**config.mk**
```make
export PLATFORM = sky130hd
export DESIGN_NAME = int64_to_decimal_ascii_top
export DESIGN_NICKNAME = d
export VERILOG_FILES = /design/src/hdl/i64da_pkg.sv /design/src/hdl/int64_to_decimal_ascii_top.sv
export SDC_FILE = /design/constraint.sdc
export NUM_CORES = 1
export LEC_CHECK = 0
export ABC_AREA = 1
export BUFFER_PORTS_ARGS = -buffer_cell sky130_fd_sc_hd__buf_4
export CAP_MARGIN = 10
export CORE_AREA = 4 4 207 159
export CTS_CLUSTER_SIZE = 24
export DETAILED_ROUTE_END_ITERATION = 12
export DIE_AREA = 0 0 211 163
export HOLD_SLACK_MARGIN = 0.15
export PLACE_DENSITY_LB_ADDON = 0.1
export SYNTH_ARGS = -nofsm -noshare
export SYNTH_HDL_FRONTEND = slang
export SYNTH_SLANG_ARGS = --single-unit
```
**constraint.sdc**
```tcl
create_clock -name clk_i -period 9.65 [get_ports clk_i]
set_clock_uncertainty 0.05 [all_clocks]
set_input_delay 0.4825 -clock clk_i [delete_from_list [all_inputs] [get_ports clk_i]]
set_output_delay 0.4825 -clock clk_i [all_outputs]
set_load 0.05 [all_outputs]
```
**src/hdl/i64da_pkg.sv**
```systemverilog
// shared types and constants of the decimal ascii formatter
// no dependencies
package i64da_pkg;

  localparam int unsigned CHAR_W = 8;
  localparam int unsigned LEN_W  = 5;
  localparam int unsigned CAP_W  = 8;

  typedef logic [CHAR_W-1:0] char_t;
  typedef logic [LEN_W-1:0]  len_t;
  typedef logic [CAP_W-1:0]  cap_t;

  localparam char_t CHAR_ZERO  = 8'h30;
  localparam char_t CHAR_MINUS = 8'h2D;
  localparam char_t CHAR_NONE  = 8'h00;
  localparam cap_t  CAP_RESET  = 8'd24;

  // func input codes
  localparam logic FUNC_SIGNED   = 1'b0;
  localparam logic FUNC_UNSIGNED = 1'b1;

endpackage

```
**src/hdl/int64_to_decimal_ascii_top.sv**
```systemverilog
// decimal ascii formatter: bit-serial double dabble, then one character per cycle
// depends on i64da_pkg
//
//  channel   | direction | ports                                   | handshake
//  ----------+-----------+-----------------------------------------+------------------------
//  request   | in        | func_i, value_i                         | start_i && !busy_o
//  result    | out       | char_out_o, last_o, error_o, length_o   | strobe_o, one cycle
//  capacity  | in        | dest_capacity_i                         | dest_capacity_we_i
//
// a request holds busy_o through VALUE_BITS shifts of the bcd register, then through one skip
// step per leading zero digit dropped plus one decision step, then through one emit step per
// character, one more with a minus sign; an error request ends at the decision step, and a
// new request is taken only once busy_o has fallen.
// reset (rst_ni low) returns to idle and sets the capacity to 24.
// results cannot be stalled; busy_o falls as the last result is registered.
module int64_to_decimal_ascii_top #(
  parameter int unsigned VALUE_BITS = 64
) (
  input  logic              clk_i,
  input  logic              rst_ni,
  input  logic              start_i,
  output logic              busy_o,
  input  logic              func_i,
  input  logic [63:0]       value_i,
  input  logic              dest_capacity_we_i,
  input  i64da_pkg::cap_t   dest_capacity_i,
  output logic              strobe_o,
  output i64da_pkg::char_t  char_out_o,
  output logic              last_o,
  output logic              error_o,
  output i64da_pkg::len_t   length_o
);
  import i64da_pkg::*;

  // decimal digits needed for VALUE_BITS bits
  localparam int unsigned NDIG   = (VALUE_BITS * 30103) / 100000 + 1;
  localparam int unsigned BCD_W  = 4 * NDIG;
  localparam int unsigned NDIG_W = $clog2(NDIG + 1);
  localparam int unsigned CNT_W  = $clog2(VALUE_BITS);

  localparam logic [1:0] ST_IDLE = 2'd0;
  localparam logic [1:0] ST_CONV = 2'd1;
  localparam logic [1:0] ST_SKIP = 2'd2;
  localparam logic [1:0] ST_EMIT = 2'd3;

  logic [1:0]            state_q, state_d;
  logic [VALUE_BITS-1:0] mag_q, mag_d;
  logic [BCD_W-1:0]      bcd_q, bcd_d, bcd_adj;
  logic [CNT_W-1:0]      cnt_q, cnt_d;
  logic [NDIG_W-1:0]     ndig_q, ndig_d;
  logic                  neg_q, neg_d;
  logic                  sign_q, sign_d;
  len_t                  total_q, total_d;
  len_t                  rem_q, rem_d;
  cap_t                  cap_q;
  logic                  strobe_q, strobe_d;
  char_t                 char_q, char_d;
  logic                  last_q, last_d;
  logic                  error_q, error_d;
  len_t                  length_q, length_d;

  logic [VALUE_BITS-1:0] word;
  logic                  word_neg;
  logic [3:0]            top_digit;
  len_t                  total_now;

  // input word, sign and magnitude
  assign word      = value_i[VALUE_BITS-1:0];
  assign word_neg  = (func_i == FUNC_SIGNED) && word[VALUE_BITS-1];
  assign top_digit = bcd_q[BCD_W-1 -: 4];
  assign total_now = len_t'(ndig_q) + len_t'(neg_q);

  // add 3 to every digit of 5 or more before the shift
  always_comb begin
    logic [3:0] dig;
    for (int i = 0; i < NDIG; i++) begin
      dig = bcd_q[4*i +: 4];
      bcd_adj[4*i +: 4] = (dig >= 4'd5) ? dig + 4'd3 : dig;
    end
  end

  // sequencer
  always_comb begin
    state_d  = state_q;
    mag_d    = mag_q;
    bcd_d    = bcd_q;
    cnt_d    = cnt_q;
    ndig_d   = ndig_q;
    neg_d    = neg_q;
    sign_d   = sign_q;
    total_d  = total_q;
    rem_d    = rem_q;
    strobe_d = 1'b0;
    char_d   = char_q;
    last_d   = last_q;
    error_d  = error_q;
    length_d = length_q;
    case (state_q)
      ST_IDLE: begin
        if (start_i) begin
          mag_d   = word_neg ? (~word + 1'b1) : word;
          neg_d   = word_neg;
          bcd_d   = '0;
          cnt_d   = CNT_W'(VALUE_BITS - 1);
          state_d = ST_CONV;
        end
      end
      ST_CONV: begin
        bcd_d = {bcd_adj[BCD_W-2:0], mag_q[VALUE_BITS-1]};
        mag_d = {mag_q[VALUE_BITS-2:0], 1'b0};
        cnt_d = cnt_q - 1'b1;
        if (cnt_q == '0) begin
          ndig_d  = NDIG_W'(NDIG);
          state_d = ST_SKIP;
        end
      end
      ST_SKIP: begin
        if ((top_digit == 4'd0) && (ndig_q > NDIG_W'(1))) begin
          // drop one leading zero digit
          bcd_d  = {bcd_q[BCD_W-5:0], 4'd0};
          ndig_d = ndig_q - 1'b1;
        end else if (cap_t'(total_now) >= cap_q) begin
          // text does not fit: one error result
          strobe_d = 1'b1;
          char_d   = CHAR_NONE;
          last_d   = 1'b1;
          error_d  = 1'b1;
          length_d = '0;
          state_d  = ST_IDLE;
        end else begin
          total_d = total_now;
          rem_d   = total_now;
          sign_d  = neg_q;
          state_d = ST_EMIT;
        end
      end
      ST_EMIT: begin
        strobe_d = 1'b1;
        error_d  = 1'b0;
        last_d   = (rem_q == len_t'(1));
        length_d = (rem_q == len_t'(1)) ? total_q : '0;
        rem_d    = rem_q - 1'b1;
        if (sign_q) begin
          char_d = CHAR_MINUS;
          sign_d = 1'b0;
        end else begin
          char_d = CHAR_ZERO + char_t'(top_digit);
          bcd_d  = {bcd_q[BCD_W-5:0], 4'd0};
        end
        if (rem_q == len_t'(1)) begin
          state_d = ST_IDLE;
        end
      end
      default: begin
        state_d = ST_IDLE;
      end
    endcase
  end

  // control registers
  always_ff @(posedge clk_i or negedge rst_ni) begin
    if (!rst_ni) begin
      state_q  <= ST_IDLE;
      strobe_q <= 1'b0;
      cap_q    <= CAP_RESET;
    end else begin
      state_q  <= state_d;
      strobe_q <= strobe_d;
      if (dest_capacity_we_i) begin
        cap_q <= dest_capacity_i;
      end
    end
  end

  // datapath and result registers
  always_ff @(posedge clk_i) begin
    mag_q    <= mag_d;
    bcd_q    <= bcd_d;
    cnt_q    <= cnt_d;
    ndig_q   <= ndig_d;
    neg_q    <= neg_d;
    sign_q   <= sign_d;
    total_q  <= total_d;
    rem_q    <= rem_d;
    char_q   <= char_d;
    last_q   <= last_d;
    error_q  <= error_d;
    length_q <= length_d;
  end

  assign busy_o     = (state_q != ST_IDLE);
  assign strobe_o   = strobe_q;
  assign char_out_o = char_q;
  assign last_o     = last_q;
  assign error_o    = error_q;
  assign length_o   = length_q;

endmodule

```
Yosys cells after proc, flatten, opt, wreduce, memory -nomap -nowiden
Index checks and enable logic that the tools add are counted.
{"block": "totals", "reg_bits": 193, "latchBits": 0, "ram_bits": 0, "romBits": 0, "input_bits": 77, "out_inout_bits": 17, "wordCells": 155, "mem_count": 0}
{"block": "op_classes", "n_addsub": 26, "multipliers": 0, "div": 0, "n_lt_le_gt_ge": 22, "eq_ne": 12, "shifts": 0, "n_mux": 59, "bitwise_logic": 4, "reduce_logical": 17}
{"operator": "one-hot mux 80 bit (4 select lines)", "count": 1}
{"operator": "2-to-1 mux 80 bit", "count": 3}
{"operator": "2-to-1 mux 64 bit", "count": 2}
{"operator": "one-hot mux 64 bit (2 select lines)", "count": 1}
{"operator": "greater-or-equal comparator 4 x 3 -> 1 bit (second input constant)", "count": 20}
{"operator": "adder 4 x 2 -> 4 bit (second input constant)", "count": 19}
{"operator": "2-to-1 mux 4 bit", "count": 19}
{"operator": "adder 64 x 1 -> 64 bit (second input constant)", "count": 1}
{"operator": "NOT 64 bit", "count": 1}
{"operator": "2-to-1 mux 5 bit", "count": 7}
{"operator": "one-hot mux 5 bit (2 select lines)", "count": 3}
{"operator": "2-to-1 mux 8 bit", "count": 2}
{"operator": "!= test 2 bit (second input constant)", "count": 8}
{"operator": "one-hot mux 8 bit (2 select lines)", "count": 1}
{"operator": "AND reduction 3 bit", "count": 5}
{"operator": "one-hot mux 6 bit (2 select lines)", "count": 1}
{"operator": "2-to-1 mux 2 bit", "count": 5}
{"operator": "subtractor 5 x 1 -> 5 bit (second input constant)", "count": 2}
{"operator": "greater-or-equal comparator 5 x 8 -> 1 bit", "count": 1}
{"operator": "one-hot mux 1 bit (2 select lines)", "count": 4}
{"operator": "one-hot mux 2 bit (4 select lines)", "count": 1}
{"operator": "nonzero test 2 bit", "count": 4}
{"operator": "adder 6 x 4 -> 7 bit (first input constant)", "count": 1}
{"operator": "2-to-1 mux 7 bit", "count": 1}
{"operator": "other kinds (17)", "count": 27}

Logic depth before layout (Yosys ltp)
Gate-level depths: netlist of the first run.
{"block": "depth", "depth_word": 5, "ltp_mapped": 13, "ltp_nobuf": 13}

Worst setup path after synthesis of the first run
OpenSTA, ideal clock, no wires.
{"block": "synth_path", "path_type": "reg-to-reg", "start": "reg ndig_q[0]", "end": "reg bcd_q[0] (enable)", "setup_time_ps": 646, "t_arrival_ps": 6992, "t_required_ps": 8954, "slack_ps": 1961, "path_stages_with_launch": 5, "n_path_buf": 0, "period_less_slack_ps": 7689, "path_cell_list": "edfxtp_1 ha_1 o21ai_0 nand3_1 a221oi_1"}
{"block": "synth_between", "elab_chain_cells": 4}
{"item": "start: declaration", "line": "int64_to_decimal_ascii_top.sv:50", "text": "logic [NDIG_W-1:0] ndig_q, ndig_d;"}
{"item": "start signal: assignment", "line": "int64_to_decimal_ascii_top.sv:180", "text": "ndig_q <= ndig_d;"}
{"item": "> comparator 5 x 1 -> 1 bit", "line": "int64_to_decimal_ascii_top.sv:118", "text": "if ((top_digit == 4'd0) && (ndig_q > NDIG_W'(1))) begin"}
{"item": "logical AND 1 bit", "line": "int64_to_decimal_ascii_top.sv:118"}
{"item": "!= test 2 bit (no source line)"}
{"item": "AND reduction 3 bit (no source line)"}
{"item": "end signal: assignment", "line": "int64_to_decimal_ascii_top.sv:178", "text": "bcd_q <= bcd_d;"}
{"item": "end: declaration", "line": "int64_to_decimal_ascii_top.sv:48", "text": "logic [BCD_W-1:0] bcd_q, bcd_d, bcd_adj;"}
Every way passes these cells.
A chain may end at the register's enable or synchronous reset.

Final worst setup path of the first run
{"block": "layout_path", "start": "reg ndig_q[0]", "end": "reg bcd_q[14] (enable)"}
Same word-level chain as after synthesis.

==> results.tsv, run 1 <==
stage	metric	value	unit
setup_path	timing_worst_setup_path_type	flop to flop	
clocking	clock_transition_at_the_registers_of_the_reported_paths	0.08	ns
flow_run	drv.max_cap_violation_count	0	
pwr	power.share.combinational	41.9	%
clocking	tritoncts	yes	
sta	final.min_clock_period	3.21	ns
floorplan	floorplan.die_area	0.0344	sq mm
setup_path	timing.critical_path.slowest_stage_cell	a221oi_4	
pwr	power.ir.vdd_worst	0.217	mV
route	drt-pass1-iter-count	6	
placed_design	total_placed_instance_area	0.0132	sq mm
synth	ys_seq_area_share	46.6	%
pwr	fin_total_pwr	0.00417	W
layout	regArea	0.00568	sq mm
setup_path	slowest_stage_delay_on_critical_path	0.80	ns
pwr	p_seq_share	40.8	%
placed_design	post-place-ws	6.40	ns
floorplan	design.core.area	0.0309	sq mm
synth	synthCells	1477	
route	first_iter_violations	830	
setup_path	critPathRequiredTime	9.67	ns
clocking	cts-buffers-inserted	17	
global_route	grt_use_met1	28.8	%
layout	multi_input_comb_area	0.00561	sq mm
setup_path	path_max_fanout	64	
worst_hold_path	min-delay-path-class	input port to flop	
pwr	power.net_switching	0.00174	W
global_route	grt_use_total	17.8	%
sta	fmax	0.312	GHz
route	post_drt_wl_per_cell	15.4	um
sta	period_share	33.2	%
global_route	grt_start_max_net_pins	82	
setup_path	critical_path_data_arrival_time	3.22	ns
global_route	overflow	0	
clocking	htree_levels	4	
sta	relSlewSlack	31.6	%
clocking	cts.repair_timing.setup_buffer_count	0	
clocking	max_buffers_root_to_sink	2	
setup_path	cp_cell_instances	ha_1, o21ai_0, nand3_1, a221oi_4, buf_4	
route	via_count	9974	
synth	synth_area_per_cell	8.26	sq um
synth	synth_flop_cell	edfxtp_1	
floorplan	initial_core_util	39.5	%
layout	finalNetCount	1683	
route	ant_nets	0	
sta	setup_repair_after_global_routing_missed_its_margin	no	
route	routed_wirelength	30.3	mm
global_route	grt_antenna_before_repair	0	
clocking	clock_latency	0.44	ns
sta	number_of_failing_hold_endpoints_at_the_final_stage	0	
clocking	cts.root.buffer_cell	clkbuf_16	
synth	asyncSetResetFlopFracSynth	5.76	%
sta	setup-tns-final	0	ns
sta	setup-violations-final	0	
layout	drive_above_1_share	12.4	%
floorplan	die_span_in_x	211	um
floorplan	fp-row-count	56	
placed_design	port_buffers	91	
global_route	grt_first_pass_wirelength	49.1	mm
setup_path	start_kind	flop	
global_route	gr-usage-met2	24.3	%
floorplan	vert_die_dim	163	um
pwr	p_int	0.00243	W
synth	synth_enable_flop_cells	180	
synth	yosysWarnings	0	
global_route	grt_most_used_layer	met1	
synth	postSynthRegisterBits	191	
pwr	power_density	301	mW/mm^2
route	drt-vias-per-instance	5.06	
route	remaining_drc_errors	0	
outcome	outcome	complete, no violations	
clocking	clock_sink_count	191	
sta	final.setup.worst_slack	6.44	ns
pwr	swShare	41.7	%
pwr	p_leak	5.80	nW
setup_path	end_kind	flop	
layout	area_delta_synth_final	13.4	%
floorplan	floorplan.io_pins	94	
placed_design	gp_routability_congestion	0.924	
synth	synth_area	0.0122	sq mm
sta	maxSlewViolCount	0	
pwr	power.clock.fraction	17.3	%
placed_design	detailedPlacementHpwl	21.9	mm
synth	netlist-cell-type-count	44	
layout	antennaDiodeCount	0	
global_route	grtUsageMet3	3.56	%
sta	whs	0.206	ns
layout	postLayoutCellArea	0.0138	sq mm
sta	worst_slew_pin_slew	1.02	ns
global_route	grt_pass1_vias	9164	
layout	filler_cell_count	3010	
-- synthesized netlist by cell type (all sizes together), types with 11 or more instances --
cell type	instances	area, sq um
edfxtp	180	5410
nor2	173	733
o21ai	168	893
nand4	12	75.1
o22ai	21	131
xor2	31	272
xnor2	11	96.3
nand2	362	1400
clkbuf	14	62.6
a21oi	26	130
o32ai	16	140
ha	53	663
nand3b	11	82.6
or2	18	113
inv	184	691
nand3	137	708
buf	29	179
-- per-stage QoR --
| stage | cells | utilization (%) |
|---|---|---|
| 2_1_floorplan | 1478 | - |
| 3_3_place_gp | 1939 | 42.8 |
| 3_5_place_dp | 1939 | 42.8 |
| 4_1_cts | 1972 | 44.8 |
| 5_1_grt | 1972 | 44.8 |
| 6_report | 1972 | 44.8 |
-- flip-flops by register name, indices dropped and copies added (netlist names) --
signal and flops:
char_out_o 6, bcd_q 80, mag_q 64, last_o 1, cap_q 8, error_o 1, length_o 5, strobe_o 1
state_q 2, ndig_q 5, neg_q 1, rem_q 5, sign_q 1, cnt_q 6, total_q 5
-- worst max-delay path, delay by kind of cell, from the launching register on --
| kind | cells | cell delay [ns] |
|---|---|---|
| flops | 1 | 0.47 |
| simple gates | 1 | 0.20 |
| buf+inv | 1 | 0.80 |
| fa+ha+maj | 1 | 0.23 |
| compound gates | 2 | 1.02 |
-- power groups by stage --
stage	sequential [W]	clock [W]	combinational (W)
floorplan	0.00179	0	0.00125
global placement	0.00172	0	0.00174
detailed placement	0.00172	0	0.00176
CTS	0.00170	0.000742	0.00176
global route	0.00175	0.000777	0.00201
finish	0.00170	0.000720	0.00174
-- placed cells by master (no fill, tap or decap), types with 4 or more instances in the layout --
cell type,n
nor2_4,7
xnor2_1,11
dfrtp_1,9
o211ai_1,6
o32ai_1,16
inv_8,4
o21ai_0,153
ha_1,53
nand4_1,12
nand3_1,134
o22ai_1,21
nand3b_1,11
o21ai_1,7
nor2_1,159
o21ai_2,5
nor2_2,6
inv_1,179
edfxtp_1,180
buf_4,98
a21oi_1,25
or2_2,18
nand2_2,6
xor2_1,31
nand2_1,353
clkbuf_16,19
inv_2,5
-- worst paths after layout --
kind,from,to,slack (ns),cells after the start
worst max-delay path,ndig_q[0],bcd_q[14],6.44,5
worst min-delay path,dest_capacity_i[4],cap_q[4],0.21,3
min in group asynchronous,rst_ni,cap_q[6],0.37,2
worst max register to register,ndig_q[0],bcd_q[14],6.44,5
max in group asynchronous,rst_ni,cap_q[3],8.95,2
worst min register to register,mag_q[20],mag_q[21],0.47,2
-- logic make-up (layout without fill, tap and decap cells) --
| family | after synthesis | after routing | share of synthesized area [%] |
|---|---|---|---|
| compound gates | 243 | 243 | 11.3 |
| other cells | 1 | 2 | 0.0307 |
| simple gates | 717 | 717 | 25.7 |
| fa+ha+maj | 53 | 53 | 5.44 |
| buf+inv | 227 | 315 | 7.64 |
| flops | 191 | 191 | 46.6 |
| xor+xnor | 42 | 42 | 3.02 |
| mux | 3 | 3 | 0.277 |
-- final cells by class --
cell class                      instances  area share [%]
Clock buffer                           20            3.54
Clock inverter                         12           0.769
Inverter                              184            4.99
Multi-Input combinational cell       1060            40.6
Sequential cell                       191            41.1
Tap cell                              406            3.67
Timing Repair Buffer                   99            5.39
-- per-layer routing --
layer	vias to the layer above	wire length, um
li1	5094	-
met2	258	12300
met5	-	0
met3	17	2010
met1	4605	15800
met4	0	224
-- what timing repair did --
item,4_1_cts,5_1_grt
endpoints found under the setup margin,0,0
gates resized for setup,0,0
hold buffers,1,0
hold endpoints to repair,11,0
No activity file was read; power rests on OpenSTA's default activity.
==> run 2, diff against run 1 <==
==> constraint.sdc (replaced) <==
create_clock -name clk_i -period 2.6 [get_ports clk_i]
set_clock_uncertainty 0.05 [all_clocks]
set_input_delay 0.13 -clock clk_i [delete_from_list [all_inputs] [get_ports clk_i]]
set_output_delay 0.13 -clock clk_i [all_outputs]
set_load 0.05 [all_outputs]
==> run 2 against run 1 <==
Effect of this change:
- sequential share of layout area decreased by 3.0 points
- sequential power increased to 3.7 times the previous value
- first-iteration DRC count decreased by 0.48%
- wire length increased by 4.2%
- non-clock buffer count increased by 100
- largest power group unchanged
==> results.tsv, run 2 (synthesized netlist as in run 1, its figures left out) <==
stage	metric	value	unit
flow_run	drv.max_cap_violation_count	0	
worst_hold_path	min-delay-path-class	input port to flop	
global_route	grt_use_total	18.3	%
placed_design	detailedPlacementHpwl	21.9	mm
setup_path	levels_on_crit_path	13	
sta	setup-violations-final	0	
clocking	htree_levels	4	
layout	filler_cell_count	2951	
global_route	grt_start_max_net_pins	144	
setup_path	cp-endpoint	length_o[0]	
route	remaining_drc_errors	0	
clocking	max_buffers_root_to_sink	2	
layout	largest_reg_flops	80	
layout	mostFrequentLayoutCell	nand2_1	
sta	number_of_failing_hold_endpoints_at_the_final_stage	0	
floorplan	fp-row-count	56	
global_route	grt_pass1_vias	9813	
sta	fmax	0.405	GHz
clocking	cts.root.buffer_cell	clkbuf_16	
setup_path	reg2regPathDepth	13	
setup_path	timing.critical_path.slowest_stage_cell	edfxtp_1	
setup_path	path_max_fanout	6	
floorplan	initial_core_util	39.5	%
layout	fin_util	48.3	%
global_route	overflow	0	
floorplan	vert_die_dim	163	um
global_route	grt_antenna_before_repair	0	
floorplan	floorplan.io_pins	94	
setup_path	start_kind	flop	
setup_path	crit_family	adder cells	
route	post_drt_wl_per_cell	15.2	um
global_route	grt_first_pass_wirelength	51.1	mm
setup_path	slowest_stage_delay_on_critical_path	0.39	ns
floorplan	die_span_in_x	211	um
layout	area_delta_synth_final	22.3	%
clocking	clock_sink_count	191	
route	drt-pass1-iter-count	5	
clocking	clock_latency	0.44	ns
floorplan	design.core.area	0.0309	sq mm
setup_path	r2r_setup_slack	0.13	ns
setup_path	timing_worst_setup_path_type	flop to flop	
setup_path	critPathRequiredTime	2.71	ns
route	first_iter_violations	826	
route	routed_wirelength	31.6	mm
layout	drive_above_1_share	13.4	%
sta	worst_slew_pin_slew	0.944	ns
layout	most-common-layout-cells	nand2_1, edfxtp_1, inv_1	
placed_design	port_buffers	91	
clocking	cts-buffers-inserted	17	
setup_path	cp_cell_instances	ha_2, ha_2, nand3_1, xor2_1, inv_1, ha_1, nand2_1, nor2_1, nand2_1, nand2_2, nand3_2, nand2_4, clkbuf_16	
outcome	outcome	complete, no violations	
sta	maxSlewViolCount	0	
pwr	p_leak	6.22	nW
sta	relSlewSlack	36.4	%
setup_path	critical_path.reg2reg.endpoint	length_o[0]	
clocking	clock_transition_at_the_registers_of_the_reported_paths	0.08	ns
setup_path	critical_path.startpoint	neg_q	
setup_path	worstPathBufferInverterCount	2	
floorplan	floorplan.die_area	0.0344	sq mm
clocking	tritoncts	yes	
pwr	power_density	1060	mW/mm^2
route	via_count	10417	
pwr	fin_total_pwr	0.0158	W
setup_path	timing.rr.start	neg_q	
sta	period_share	95.0	%
setup_path	end_kind	flop	
placed_design	gp_routability_congestion	0.925	
sta	setup_repair_after_global_routing_missed_its_margin	no	
route	ant_nets	0	
layout	largest_registers	bcd_q (80), mag_q (64), cap_q (8)	
pwr	power.ir.vdd_worst	0.609	mV
layout	largest_register	bcd_q	
setup_path	critical_path_data_arrival_time	2.58	ns
layout	finalNetCount	1783	
route	drt-vias-per-instance	5.03	
sta	final.min_clock_period	2.47	ns
layout	antennaDiodeCount	0	
-- run 2: worst min path at each step --
| stage | slack (ns) | cells past startpoint | start | end |
|---|---|---|---|---|
| floorplan | -0.22 | 0 | rst_ni | cap_q[0] |
| global placement | -0.07 | 1 | rst_ni | strobe_o |
| detailed placement | -0.07 | 1 | rst_ni | strobe_o |
| CTS | 0.17 | 4 | value_i[16] | mag_q[16] |
| global route | 0.21 | 4 | value_i[17] | mag_q[17] |
| finish | 0.18 | 4 | value_i[16] | mag_q[16] |
-- run 2: repair_timing --
| item | 4_1_cts | 5_1_grt |
|---|---|---|
| setup endpoints to repair | 0 | 25 |
| gates resized for setup | 0 | 9 |
| endpoints found under the hold margin | 83 | 0 |
| buffers inserted | 0 | 1 |
| hold buffers | 88 | 0 |
-- run 2: per-stage QoR --
stage                     setup slack, ns  hold WS, ns  TNS (ns)  instance area, sq um  instances
after global routing              0.00126        0.215         0                 14900       2072
after CTS                          0.0125        0.170         0                 14800       2070
after detailed placement           0.0648      -0.0660         0                 13400       1950
after floorplan                    -0.815       -0.216    -65.16                 12300       1478
after global placement             0.0921      -0.0656         0                 13400       1950
final                               0.131        0.184         0                 14900       2072
-- run 2: power by group --
group          switching, W  internal (W)
Clock               0.00133       0.00128
Sequential         0.000694       0.00560
Combinational       0.00459       0.00233
-- run 2: cell type report --
cell class	count	area, sq um	area share [%]
Timing Repair Buffer	199	1780	11.9
Inverter	184	691	4.63
Clock inverter	14	146	0.982
Sequential cell	191	5680	38.1
Tap cell	406	508	3.41
Multi-Input combinational cell	1060	5670	38.0
Clock buffer	18	429	2.88
-- run 2: tightest hold or removal path, stage by stage --
cell and delay [ns]:
buf_4 0.09, inv_1 0.06, xor2_1 0.14, o21ai_0 0.09
-- run 2: layer usage --
layer / GRT usage [%] / wire length (um)
met1: 28.3 / 16200
met2: 26.9 / 13400
met3: 3.24 / 1840
met4: 3.53 / 233
met5: 0 / 0
==> run 3, diff against run 2 <==
--- a/config.mk
+++ b/config.mk
@@ -14,6 +14,7 @@
 export DIE_AREA = 0 0 211 163
 export HOLD_SLACK_MARGIN = 0.15
 export PLACE_DENSITY_LB_ADDON = 0.1
+export SETUP_SLACK_MARGIN = 0.15
 export SYNTH_ARGS = -nofsm -noshare
 export SYNTH_HDL_FRONTEND = slang
 export SYNTH_SLANG_ARGS = --single-unit
==> run 3 against run 2 <==
Effect of this change:
- combinational power hardly changed
- power is 0.26% higher
- non-clock buffer count is 1 lower
- first-iteration DRC count is 6.5% lower
- clock power is 2% higher
- maximum frequency is 1.0% higher
- worst hold slack better by 0.010 ns
- sequential power hardly changed
- critical path type unchanged
- critical endpoint is now sign_q
- largest power group unchanged
==> results.tsv, run 3 (synthesized netlist as in run 1, its figures left out) <==
stage	metric	value	unit
outcome	outcome	complete, no violations	
worst_hold_path	min-delay-path-class	input port to flop	
setup_path	timing_worst_setup_path_type	flop to flop	
floorplan	die_span_in_x	211	um
floorplan	fp-row-count	56	
sta	setup-violations-final	0	
sta	final.setup.worst_slack	0.156	ns
clocking	cts.root.buffer_cell	clkbuf_16	
clocking	htree_levels	4	
setup_path	path_max_fanout	2	
pwr	p_leak	6.25	nW
flow_run	drv.max_cap_violation_count	0	
global_route	grt_antenna_before_repair	0	
placed_design	detailedPlacementHpwl	21.4	mm
route	routed_wirelength	31.1	mm
pwr	power_density	1060	mW/mm^2
layout	filler_cell_count	2941	
setup_path	crit_family	adder cells	
setup_path	timing.critical_path.slowest_stage_cell	edfxtp_1	
sta	period_share	94.0	%
layout	finish.cell_count_without_fillers	2073	
pwr	power.share.combinational	43.6	%
setup_path	crit_path_frequent_cell	nand2_1	
layout	most-common-layout-cells	nand2_1, edfxtp_1, inv_1	
route	drt-vias-per-instance	5.00	
setup_path	worstPathBufferInverterCount	3	
floorplan	design.core.area	0.0309	sq mm
route	drt-pass1-iter-count	6	
sta	relSlewSlack	34.1	%
setup_path	slowest_stage_delay_on_critical_path	0.40	ns
setup_path	end_kind	flop	
sta	setup_repair_after_global_routing_missed_its_margin	yes	
pwr	power.clock.fraction	16.7	%
layout	fin_util	48.5	%
placed_design	post-place-ws	0.0336	ns
pwr	power.ir.vdd_worst	0.558	mV
route	remaining_drc_errors	0	
pwr	power.net_switching	0.00662	W
clocking	cts-buffers-inserted	17	
global_route	grt_use_total	17.9	%
route	post_drt_wl_per_cell	15.0	um
floorplan	vert_die_dim	163	um
layout	largest_reg_flops	80	
global_route	overflow	0	
sta	worst_slew_pin_slew	0.978	ns
pwr	swShare	41.7	%
route	first_iter_violations	772	
placed_design	port_buffers	91	
setup_path	critPathRequiredTime	2.71	ns
placed_design	placed_cells	1946	
floorplan	floorplan.io_pins	94	
sta	maxSlewViolCount	0	
clocking	clock_transition_at_the_registers_of_the_reported_paths	0.08	ns
layout	finalNetCount	1783	
global_route	grt_start_max_net_pins	144	
sta	final.min_clock_period	2.44	ns
layout	drive_above_1_share	13.5	%
clocking	clock_sink_count	191	
clocking	clock_latency	0.44	ns
floorplan	initial_core_util	39.5	%
setup_path	start_kind	flop	
sta	number_of_failing_hold_endpoints_at_the_final_stage	0	
setup_path	critical_path_data_arrival_time	2.55	ns
pwr	p_seq_share	39.7	%
placed_design	gp_routability_congestion	0.928	
setup_path	cp_cell_instances	ha_2, ha_4, nand3_4, xor2_2, inv_1, ha_1, nand2_1, nor2_2, nand2_1, nand2_2, buf_6, o31ai_4, buf_4	
global_route	grt_pass1_vias	9673	
clocking	tritoncts	yes	
sta	fmax	0.409	GHz
route	ant_nets	0	
global_route	grt_first_pass_wirelength	50.0	mm
layout	largest_registers	bcd_q (80), mag_q (64), cap_q (8)	
floorplan	floorplan.die_area	0.0344	sq mm
route	via_count	10362	
layout	largest_register	bcd_q	
pwr	p_int	0.00925	W
clocking	max_buffers_root_to_sink	2	
sta	setup-tns-final	0	ns
layout	mostFrequentLayoutCell	nand2_1	
layout	area_delta_synth_final	22.9	%
[run 3: changes by cell type in the layout (fill, tap and decap cells not counted), sizes merged]
cell	previous run	this run
clkinvlp	1	0
buf	110	109
clkinv	6	7
nand2	362	363
diode	0	1
[run 3: what timing repair did]
action                                  in CTS  in global routing
hold buffers                                88                  0
resized for setup                            8                 10
buffers inserted                             3                  1
pin swaps                                    3                  6
endpoints found under the setup margin      19                 73
endpoints found under the hold margin       83                  0
gates cloned                                 0                  2
[run 3: layout make-up]
class	count	area [sq um]	area share (%)
Antenna cell	1	2.50	0.0167
Clock buffer	18	439	2.93
Clock inverter	14	163	1.08
Inverter	184	691	4.61
Multi-Input combinational cell	1061	5720	38.1
Sequential cell	191	5680	37.9
Tap cell	406	508	3.39
Timing Repair Buffer	198	1790	11.9
[run 3: layer usage]
layer  global-route usage [%]  part of all wire, %
met5                        0                    0
met4                     3.62                 0.91
met3                     3.95                  7.1
met2                     26.5                   43
met1                     27.0                   49
[run 3: path summary, 6_finish.rpt]
kind                             start    endpoint  slack [ns]  cells past startpoint
setup reg to reg             ndig_q[0]      sign_q        0.16                     13
min in group asynchronous       rst_ni    cap_q[4]        0.67                      3
max in group asynchronous       rst_ni  state_q[0]        0.86                      4
setup / recovery             ndig_q[0]      sign_q        0.16                     13
hold / removal             value_i[16]   mag_q[16]        0.19                      4
hold reg to reg              mag_q[51]   mag_q[52]        0.47                      2
[run 3: worst reg2reg max path: cells and delay by family, from the launching register on]
family                   cells  cell delay (ns)
adder cells (fa/ha/maj)      3             0.66
flip-flops                   1             0.40
AND/OR/NAND/NOR              5             0.37
buffers and inverters        3             0.35
AO/OA/AOI/OAI                1             0.19
XOR/XNOR                     1             0.15
[run 3: power groups by stage]
stage | Sequential, W | Clock (W) | Combinational, W
2_1_floorplan | 0.00646 | 0 | 0.00475
3_3_place_gp | 0.00635 | 0 | 0.00664
3_5_place_dp | 0.00634 | 0 | 0.00669
4_1_cts | 0.00630 | 0.00274 | 0.00689
5_1_grt | 0.00646 | 0.00288 | 0.00789
6_report | 0.00630 | 0.00266 | 0.00691
[run 3: stage by stage]
stage | hold WS, ns | power [W] | instance area [sq um]
3_3_place_gp | -0.0670 | 0.0130 | 13400
4_1_cts | 0.181 | 0.0159 | 14900
3_5_place_dp | -0.0603 | 0.0130 | 13400
6_report | 0.194 | 0.0159 | 15000
5_1_grt | 0.255 | 0.0172 | 15000
2_1_floorplan | -0.216 | 0.0112 | 12300
